`config.mk`:
```
export PLATFORM = sky130hd
export DESIGN_NAME = sorted_table_insert_delete_search
export DESIGN_NICKNAME = d
export VERILOG_FILES = /design/src/hw/rtl/stisd_pkg.sv /design/src/hw/rtl/stisd_cell.sv /design/src/hw/rtl/sorted_table_insert_delete_search.sv
export SDC_FILE = /design/constraint.sdc
export NUM_CORES = 2
export LEC_CHECK = 0
export BUFFER_PORTS_ARGS = -buffer_cell sky130_fd_sc_hd__buf_2
export CAP_MARGIN = 20
export CORE_ASPECT_RATIO = 1.75
export CORE_MARGIN = 2
export CORE_UTILIZATION = 40
export DETAILED_ROUTE_END_ITERATION = 12
export PLACE_DENSITY = 0.54
export SYNTH_ARGS = -nofsm -noshare
export SYNTH_HDL_FRONTEND = slang
export SYNTH_SLANG_ARGS = --single-unit
```
`constraint.sdc`:
```
create_clock -name aclk -period 6.49 [get_ports aclk]
set_input_delay 0.3245 -clock aclk [delete_from_list [all_inputs] [get_ports aclk]]
set_output_delay 0.3245 -clock aclk [all_outputs]
set_load 0.01 [all_outputs]
```
`src/hw/rtl/stisd_pkg.sv`:
```
// ----------------------------------------------------------------------------
// Sorted table package
// Shared sizes, operation codes, status codes and cell control type.
// ----------------------------------------------------------------------------
`default_nettype none

package stisd_pkg;

    localparam int CAPACITY = 16;
    localparam int CNT_W    = $clog2(CAPACITY + 1);
    localparam int DATA_W   = 32;

    localparam logic [1:0] ACT_INSERT = 2'd0;
    localparam logic [1:0] ACT_DELETE = 2'd1;
    localparam logic [1:0] ACT_SEARCH = 2'd2;

    localparam logic [1:0] ST_DONE    = 2'd0;
    localparam logic [1:0] ST_MISSING = 2'd1;
    localparam logic [1:0] ST_FULL    = 2'd2;
    localparam logic [1:0] ST_EMPTY   = 2'd3;

    // Load selects for one cell; at most one is set in a cycle.
    typedef struct packed {
        logic load_prev;
        logic load_new;
        logic load_next;
    } cell_ctl_t;

endpackage

`default_nettype wire

```
`src/hw/rtl/stisd_cell.sv`:
```
// ----------------------------------------------------------------------------
// Sorted table cell
// Holds one entry, compares it against the operand and loads from the left
// neighbor, the operand or the right neighbor as the control selects.
// ----------------------------------------------------------------------------
`default_nettype none

module stisd_cell
    import stisd_pkg::*;
(
    input  wire logic              aclk,
    input  wire logic              occupied,
    input  wire logic [DATA_W-1:0] new_value,
    input  wire logic [DATA_W-1:0] prev_value,
    input  wire logic [DATA_W-1:0] next_value,
    input  wire cell_ctl_t         ctl,
    output logic      [DATA_W-1:0] entry,
    output logic                   greater,
    output logic                   match
);

    logic [DATA_W-1:0] entry_reg;
    logic [DATA_W-1:0] entry_next;

    assign entry   = entry_reg;
    assign greater = occupied && ($signed(entry_reg) > $signed(new_value));
    assign match   = occupied && (entry_reg == new_value);

    always_comb begin
        entry_next = entry_reg;
        if (ctl.load_prev) begin
            entry_next = prev_value;
        end else if (ctl.load_new) begin
            entry_next = new_value;
        end else if (ctl.load_next) begin
            entry_next = next_value;
        end
    end

    always_ff @(posedge aclk) begin
        entry_reg <= entry_next;
    end

endmodule

`default_nettype wire

```
`src/hw/rtl/sorted_table_insert_delete_search.sv`:
```
// ----------------------------------------------------------------------------
// Sorted table with insert, delete and search
// Row of compare-and-shift cells holding up to CAPACITY signed values in
// ascending order, with a registered result channel.
// ----------------------------------------------------------------------------
// Every cell compares its entry with the operand in parallel and the row
// shifts right (insert) or left (delete) at the clock edge that accepts the
// transaction, so a new transaction can be accepted every cycle while the
// output is not stalled. The result sits in an output register; the input
// is ready whenever that register is empty or is being taken in the same
// cycle. There is no clearing pass after reset; the table starts empty.
`default_nettype none

module sorted_table_insert_delete_search
    import stisd_pkg::*;
(
    input  wire logic        aclk,
    input  wire logic        aresetn,
    input  wire logic        s_valid,
    output logic             s_ready,
    input  wire logic [1:0]  s_action,
    input  wire logic [31:0] s_value,
    output logic             m_valid,
    input  wire logic        m_ready,
    output logic [1:0]       m_status,
    output logic [31:0]      m_result_value,
    output logic [4:0]       m_entry_count
);

    logic [CNT_W-1:0] count_reg;
    logic [CNT_W-1:0] count_next;
    logic             m_valid_reg;
    logic             m_valid_next;
    logic [1:0]       m_status_reg;
    logic [1:0]       m_status_next;
    logic [31:0]      m_result_value_reg;
    logic [31:0]      m_result_value_next;
    logic [4:0]       m_entry_count_reg;
    logic [4:0]       m_entry_count_next;

    logic [CAPACITY-1:0] occupied;
    logic [CAPACITY-1:0] greater;
    logic [CAPACITY-1:0] match;
    logic [CAPACITY-1:0] ins_at;
    logic [CAPACITY-1:0] del_from;
    logic [DATA_W-1:0]   entries [CAPACITY];
    cell_ctl_t           ctl [CAPACITY];

    logic accept;
    logic is_full;
    logic is_empty;
    logic found;
    logic do_insert;
    logic do_delete;

    assign accept   = s_valid && s_ready;
    assign s_ready  = !m_valid_reg || m_ready;
    assign is_full  = (count_reg == CNT_W'(CAPACITY));
    assign is_empty = (count_reg == '0);
    assign found    = |match;

    assign do_insert = accept && (s_action == ACT_INSERT) && !is_full;
    assign do_delete = accept && (s_action == ACT_DELETE) && found;

    // A cell is an insert point when it is empty or holds a larger value;
    // since the row is sorted this marks a contiguous upper run.
    assign ins_at = ~occupied | greater;

    // Cells at and above the first match pull from the right on delete.
    assign del_from = ~((match & (~match + CAPACITY'(1))) - CAPACITY'(1));

    genvar gi;
    generate
        for (gi = 0; gi < CAPACITY; gi++) begin : g_cell
            logic [DATA_W-1:0] prev_value;
            logic [DATA_W-1:0] next_value;
            logic              prev_ins;

            assign occupied[gi] = (CNT_W'(gi) < count_reg);

            if (gi == 0) begin : g_first
                assign prev_value = s_value;
                assign prev_ins   = 1'b0;
            end else begin : g_mid
                assign prev_value = entries[gi-1];
                assign prev_ins   = ins_at[gi-1];
            end

            if (gi == CAPACITY - 1) begin : g_last
                assign next_value = s_value;
                assign ctl[gi].load_next = 1'b0;
            end else begin : g_not_last
                assign next_value = entries[gi+1];
                assign ctl[gi].load_next = do_delete && del_from[gi];
            end

            assign ctl[gi].load_prev = do_insert && prev_ins;
            assign ctl[gi].load_new  = do_insert && ins_at[gi] && !prev_ins;

            stisd_cell u_cell (
                .aclk       (aclk),
                .occupied   (occupied[gi]),
                .new_value  (s_value),
                .prev_value (prev_value),
                .next_value (next_value),
                .ctl        (ctl[gi]),
                .entry      (entries[gi]),
                .greater    (greater[gi]),
                .match      (match[gi])
            );
        end
    endgenerate

    always_comb begin
        count_next          = count_reg;
        m_valid_next        = m_valid_reg && !m_ready;
        m_status_next       = m_status_reg;
        m_result_value_next = m_result_value_reg;
        m_entry_count_next  = m_entry_count_reg;
        if (accept) begin
            m_valid_next        = 1'b1;
            m_status_next       = ST_MISSING;
            m_result_value_next = '0;
            case (s_action)
                ACT_INSERT: begin
                    if (is_full) begin
                        m_status_next = ST_FULL;
                    end else begin
                        count_next          = count_reg + CNT_W'(1);
                        m_status_next       = ST_DONE;
                        m_result_value_next = s_value;
                    end
                end
                ACT_DELETE: begin
                    if (is_empty) begin
                        m_status_next = ST_EMPTY;
                    end else if (found) begin
                        count_next          = count_reg - CNT_W'(1);
                        m_status_next       = ST_DONE;
                        m_result_value_next = s_value;
                    end
                end
                ACT_SEARCH: begin
                    if (is_empty) begin
                        m_status_next = ST_EMPTY;
                    end else if (found) begin
                        m_status_next       = ST_DONE;
                        m_result_value_next = s_value;
                    end
                end
                default: begin
                    m_status_next = ST_MISSING;
                end
            endcase
            m_entry_count_next = count_next[4:0];
        end
    end

    always_ff @(posedge aclk) begin
        if (!aresetn) begin
            count_reg   <= '0;
            m_valid_reg <= 1'b0;
        end else begin
            count_reg   <= count_next;
            m_valid_reg <= m_valid_next;
        end
        m_status_reg       <= m_status_next;
        m_result_value_reg <= m_result_value_next;
        m_entry_count_reg  <= m_entry_count_next;
    end

    assign m_valid        = m_valid_reg;
    assign m_status       = m_status_reg;
    assign m_result_value = m_result_value_reg;
    assign m_entry_count  = m_entry_count_reg;

    // The count never passes the capacity.
    a_count_bound: assert property (@(posedge aclk) disable iff (!aresetn)
        count_reg <= CNT_W'(CAPACITY))
        else $error("entry count above capacity");

    // A successful insert grows the table by exactly one entry.
    a_insert_grows: assert property (@(posedge aclk) disable iff (!aresetn)
        do_insert |=> (count_reg == $past(count_reg) + CNT_W'(1)))
        else $error("insert did not grow the table by one");

    // Any status other than done carries a zero value.
    a_zero_value: assert property (@(posedge aclk) disable iff (!aresetn)
        (m_valid_reg && (m_status_reg != ST_DONE)) |-> (m_result_value_reg == '0))
        else $error("nonzero value with a failure status");

    // The reported count matches the table after the transaction.
    a_count_report: assert property (@(posedge aclk) disable iff (!aresetn)
        accept |=> (m_entry_count_reg == count_reg[4:0]))
        else $error("reported count differs from table count");

endmodule

`default_nettype wire
```
* Word level (Yosys, flattened, before mapping) *
Cells that the tools add are included.

storage, ports and cells
  word-level logic and storage cells = 263
  latch bits = 0
  bits in read-only memories = 0
  memories kept = 0
  register bits after elaboration = 557
  bits in writable memories = 0

operators by class
  multiplexer cells = 59
  $add $sub $neg = 4
  shift-type cells = 0
  multipliers = 0
  bitwise logic cells = 5
  $lt $le $gt $ge = 32
  divide/modulo/power cells = 0
  equality and inequality tests = 19
  reduce and logical (&&, ||, !) cells = 123

operators by type and width
  operator                 count
  $mux W32                 49
  $eq A32 B32 Y1           16
  $gt A32 B32 Y1           16
  $logic_and A1 B1 Y1      84
  $pmux W32 S2             1
  $reduce_bool A3 Y1       14
  $lt A4 B5 Y1 const A     8
  $not A15 Y15             2
  $lt A3 B5 Y1 const A     4
  $logic_not A1 Y1         18
  $not A16 Y16             1
  $or A16 B16 Y16          1
  $reduce_or A16 Y1        1
  $add A15 B1 Y15 const B  1
  $and A15 B15 Y15         1
  $mux W5                  3
  $sub A15 B1 Y15 const B  1
  $lt A1 B5 Y1 const A     2
  $lt A2 B5 Y1 const A     2
  $pmux W5 S2              1
  $add A5 B1 Y5 const B    1
  $eq A5 B5 Y1 const B     1
  $logic_not A5 Y1         1
  $sub A5 B1 Y5 const B    1
  other kinds (9)          12

* Longest topological paths before layout *
  depth after elaboration = 11
  depth in mapped cells = 14
  mapped depth without buffers = 11

* Hierarchy *
From an unflattened synthesis, not the netlist that was laid out.

unflattened totals
  cell total of the unflattened synthesis = 4395
  area total of the unflattened synthesis = 42071.6 µm²

modules (own cells, without submodules)
  module                             times used  cells an instance  area each (µm²)
  stisd_cell                         16          256                2453.6
  sorted_table_insert_delete_search  1           299                2813.9

* Worst setup path before layout *
No wires, ideal clock.

  path type = in2reg
  from = in s_value[26]
  to = reg g_cell[6].u_cell.entry_reg[0], enable pin
  path buffers = 1
  arrival = 4996 ps
  slack = 1028 ps
  stages on the path = 11
  path through = inv_1 ha_1 nand4_1 nor4_2 or4b_4 o2111ai_2 nor4_4 buf_6 nor2_1 inv_1 o21ai_0

between the ends
  cells in the longest elaborated chain, start to end = 9
  elaborated cells between the ends (all ways) = 50
  those cells by class = add/sub (2); order compare (2); eq/ne (16); bitwise (4); reduce/logical (26)

ends and longest elaborated chain
  item                                   RTL line                                 text
  start, declared                        sorted_table_insert_delete_search.sv:22  input wire logic [31:0] s_value,
  $eq A32 B32 Y1                         stisd_cell.sv:27                         assign match = occupied && (entry_reg == new_value);
  $logic_and A1 B1 Y1                    stisd_cell.sv:27
  $not A15 Y15                           sorted_table_insert_delete_search.sv:70  assign del_from = ~((match & (~match + CAPACITY'(1))) - CAPACITY'(1));
  $add A15 B1 Y15                        sorted_table_insert_delete_search.sv:70
  $and A15 B15 Y15                       sorted_table_insert_delete_search.sv:70
  $sub A15 B1 Y15                        sorted_table_insert_delete_search.sv:70
  $not A15 Y15                           sorted_table_insert_delete_search.sv:70
  $logic_and A1 B1 Y1                    sorted_table_insert_delete_search.sv:94  assign ctl[gi].load_next = do_delete && del_from[gi];
  $reduce_bool A3 Y1 (no source line) *  n/a
  end signal, assigned                   stisd_cell.sv:41                         entry_reg <= entry_next;
  end, declared                          stisd_cell.sv:22                         logic [DATA_W-1:0] entry_reg;

Every way passes the cells marked *; elsewhere a longest branch is shown, timed or not.
A chain may end at the register's enable or synchronous reset.

* Worst setup path in the final report *
  from = in s_value[13]
  to = reg g_cell[4].u_cell.entry_reg[26], enable pin

between the ends
  cells in the longest elaborated chain, start to end = 9
  elaborated cells between the ends (all ways) = 50
  those cells by class = add/sub (2); order compare (2); eq/ne (16); bitwise (4); reduce/logical (26)

ends and longest elaborated chain
  item                                   RTL line
  $eq A32 B32 Y1                         stisd_cell.sv:27
  $logic_and A1 B1 Y1                    stisd_cell.sv:27
  $not A15 Y15                           sorted_table_insert_delete_search.sv:70
  $add A15 B1 Y15                        sorted_table_insert_delete_search.sv:70
  $and A15 B15 Y15                       sorted_table_insert_delete_search.sv:70
  $sub A15 B1 Y15                        sorted_table_insert_delete_search.sv:70
  $not A15 Y15                           sorted_table_insert_delete_search.sv:70
  $logic_and A1 B1 Y1                    sorted_table_insert_delete_search.sv:94
  $reduce_bool A3 Y1 (no source line) *  n/a
  end signal, assigned                   stisd_cell.sv:41
  end, declared                          stisd_cell.sv:22

Marked as above.

==> flow_metrics.env <==
export IMPL_internal_power_mw=6.47
export IMPL_p_per_area_nw_per_um2=217
export IMPL_pin_count=79
export IMPL_fin_setup_tns_ns=0
export IMPL_area_growth_pct=10.1
export IMPL_drtPass1Iterations=6
export IMPL_finalHoldViolCount=0
export IMPL_seq_power_share=0.465
export IMPL_synth_flop_cell="edfxtp_1"
export IMPL_die_y_um=413
export IMPL_switching_share=0.292
export IMPL_synth_top_area_share=0.432
export IMPL_syn_inst=3775
export IMPL_core_area_um2=95200
export IMPL_first_iter_violations=2320
export IMPL_async_flop_share=0
export IMPL_fin_crit_sh=0.783
export IMPL_ir_drop_uv=197
export IMPL_p_total_mw=9.14
export IMPL_ys_warn_count=0
export IMPL_p_comb_frac=0.172
export IMPL_grtUsageTotal=0.280
export IMPL_yosys_register_bits=557
export IMPL_period_minus_slack_ns=5.08
export IMPL_synth_edf_count=551
export IMPL_num_nets_final=4358
export IMPL_largest_reg_flops=512
export IMPL_dpl_cell_area_um2=40300
export IMPL_clk_pin_slew_ns=0.06
export IMPL_crit_fanout=17
export IMPL_insertion_delay_ns=0.65
export IMPL_status="finished, final reports clean"
export IMPL_drive_gt1_frac=0.0866
export IMPL_stdcell_count=5064
export IMPL_cts_buffer_depth=3
export IMPL_vias=31966
export IMPL_die_area_um2=98300
export IMPL_cts_sinks=557
export IMPL_grt_max_degree=86
export IMPL_worstSetupStartpointType="input port"
export IMPL_grt_antenna_before_repair=3
export IMPL_leakage_nw=16.7
export IMPL_ant_nets=0
export IMPL_synth_largest_area_cell="edfxtp_1"
export IMPL_syn_area_per_cell_um2=10.1
export IMPL_cts_resized=0
export IMPL_grt_pass1_vias=32934
export IMPL_synth_xor_area_frac=0.000687
export IMPL_clock_power_share=0.363
export IMPL_fmax_mhz=197
export IMPL_dieWidth_um=238
export IMPL_num_rows=150
export IMPL_cts_tree="built"
export IMPL_synth_compound_area_frac=0.219
export IMPL_worstPathArrival_ns=5.41
export IMPL_initial_core_util=0.402
export IMPL_wl_per_cell_um=27.5
export IMPL_final_core_utilization=0.443
export IMPL_critPathRequiredTime_ns=6.82
export IMPL_setup_violations=0
export IMPL_finClkSkew_ns=0.0156
export IMPL_post_cts_buffers=0
export IMPL_synth_fp_nets=4332
export IMPL_avgViaCountPerCell=6.31
export IMPL_synth_simple_gate_area_share=0.139
export IMPL_place_gp_congestion=0.909
export IMPL_cts_buffers=56
export IMPL_htree_levels=2
export IMPL_drt_total_wl_um=139000
export IMPL_switchingPower_mw=2.67
export IMPL_synthMuxAreaShare=0.00160
export IMPL_synth_top_family_by_area="compound AO/OA/AOI/OAI gates"
export IMPL_overflow=0
export IMPL_synth_cell_types=88
export IMPL_grt_pass1_wl_um=207000
export IMPL_synthTopCellsByArea="edfxtp_1 43%, ha_1 17%, a21oi_1 5.3%"
export IMPL_path_class="input port to register"
export IMPL_cap_violations=0
export IMPL_critPathCaptureType="register"
export IMPL_tightestPinTransition_ns=1.17
export IMPL_cts_root_buf="clkbuf_16"
export IMPL_relSlewSlack=0.216
export IMPL_drc=0
export IMPL_dpl_hpwl_um=108000
export IMPL_synth_fa_ha_area_frac=0.170
export IMPL_rsz0062_at_grt="false"
export IMPL_place_inst=4956
export IMPL_final_cell_area_um2=42100
export IMPL_drv_slew=0
export IMPL_hold_class="input port to register"
export IMPL_seq_area_frac_synth=0.435
export IMPL_post_synth_instance_area_um2=38300
export IMPL_port_buffers=78
synth_stat cells (all sizes together), types with 14 or more instances:
library cell,instances
nor2,338
o21ai,140
nor3,57
inv,86
nand2,324
o211ai,24
clkbuf,185
nor4b,38
nand3,59
nor4,29
a221o,97
o22ai,228
nand4,110
nor2b,31
o221ai,26
and3,42
a21oi,403
a211oi,19
buf,54
edfxtp,551
a21o,122
and4,14
a22o,62
a221oi,14
a22oi,40
ha,519
area by class of cell:
cell class | count | area, um2
Timing Repair Buffer | 207 | 1390
Tap cell | 1216 | 1520
Antenna cell | 3 | 7.51
Clock inverter | 36 | 285
Multi-Input combinational cell | 2892 | 20500
Inverter | 87 | 327
Sequential cell | 557 | 16700
Fill cell | 9048 | 53000
Clock buffer | 66 | 1460
what timing repair did:
item,in CTS,in global routing
setup endpoints to repair,0,0
hold buffers,3,0
endpoints found under the hold margin,3,0
metal layers:
metal,GRT usage,routed length [um]
met5,0,0
met1,0.282,48000
met4,0.211,11900
met2,0.533,73800
met3,0.0247,5640
worst paths after layout:
path / start / endpoint / slack (ns) / cells after the start
setup reg to reg: g_cell[0].u_cell.entry[15]$_DFFE_PP_ / g_cell[4].u_cell.entry[26]$_DFFE_PP_ / 1.42 / 10
setup / recovery: s_value[13] / g_cell[4].u_cell.entry[26]$_DFFE_PP_ / 1.41 / 12
hold / removal: s_value[28] / g_cell[1].u_cell.entry[28]$_DFFE_PP_ / 0.23 / 3
hold reg to reg: g_cell[15].u_cell.entry[0]$_DFFE_PP_ / g_cell[14].u_cell.entry[0]$_DFFE_PP_ / 0.56 / 2
power groups by stage:
stage                     Clock (mW)  Combinational (mW)  Sequential [mW]
after floorplan                    0               0.998             4.29
after global placement             0                1.53             4.32
after detailed placement           0                1.55             4.33
after CTS                       3.38                1.56             4.25
after global routing            3.49                1.72             4.26
final                           3.32                1.57             4.25
worst max-delay path, stage by stage:
cell,delay (ns)
buf_2,0.30
inv_1,0.36
ha_1,0.42
nand4_1,0.24
nor4_1,1.01
nand3_1,0.39
o2111ai_1,0.37
nor4_4,0.22
nor2_1,0.34
inv_1,0.23
o21bai_2,0.75
buf_4,0.40
cells in the final DEF (no fill, tap or decap), types with 6 or more instances in the layout:
cell type | Yosys | layout
edfxtp_1 | 551 | 551
ha_1 | 519 | 519
a21oi_1 | 403 | 394
nor2_1 | 337 | 335
nand2_1 | 323 | 322
o22ai_1 | 228 | 228
o21ai_0 | 139 | 136
buf_4 | 3 | 124
a21o_1 | 122 | 121
nand4_1 | 110 | 110
a221o_1 | 97 | 97
inv_1 | 86 | 85
buf_2 | 36 | 78
a22o_1 | 62 | 62
nand3_1 | 59 | 59
clkbuf_16 | 0 | 57
nor3_1 | 55 | 55
and3_1 | 42 | 42
a22oi_1 | 40 | 40
nor4b_1 | 35 | 35
nor2b_1 | 31 | 31
o221ai_1 | 26 | 26
o211ai_1 | 24 | 24
nor4_1 | 23 | 23
clkinv_1 | 1 | 19
a211oi_1 | 18 | 18
a221oi_1 | 14 | 14
and4_1 | 13 | 13
clkinv_2 | 0 | 12
a31oi_1 | 11 | 10
o21a_1 | 10 | 10
a21boi_0 | 10 | 10
nand2b_1 | 11 | 9
clkbuf_1 | 185 | 9
or3_1 | 9 | 8
a21oi_2 | 0 | 8
o31ai_1 | 8 | 7
a211o_1 | 7 | 7
o22a_1 | 7 | 7
dfxtp_1 | 6 | 6
logic make-up (layout without fill, tap and decap cells):
kind of cell,count (synthesis),after routing
other,0,3
adders and majority gates,519,519
xor gates and xnor gates,3,3
muxes,6,6
buffers and inverters,326,396
and+or+nand+nor,1091,1091
AOI/OAI and AO/OA,1273,1273
DFF,557,557
per-stage QoR:
step / worst slack, ns / hold WS [ns]
3_5_place_dp: 0.757 / 0.525
6_report: 1.41 / 0.232
4_1_cts: 1.44 / 0.197
5_1_grt: 1.24 / 0.240
2_1_floorplan: 1.03 / 0.454
3_3_place_gp: 0.920 / 0.504
Note: power is estimated with default switching activity, not from simulation.
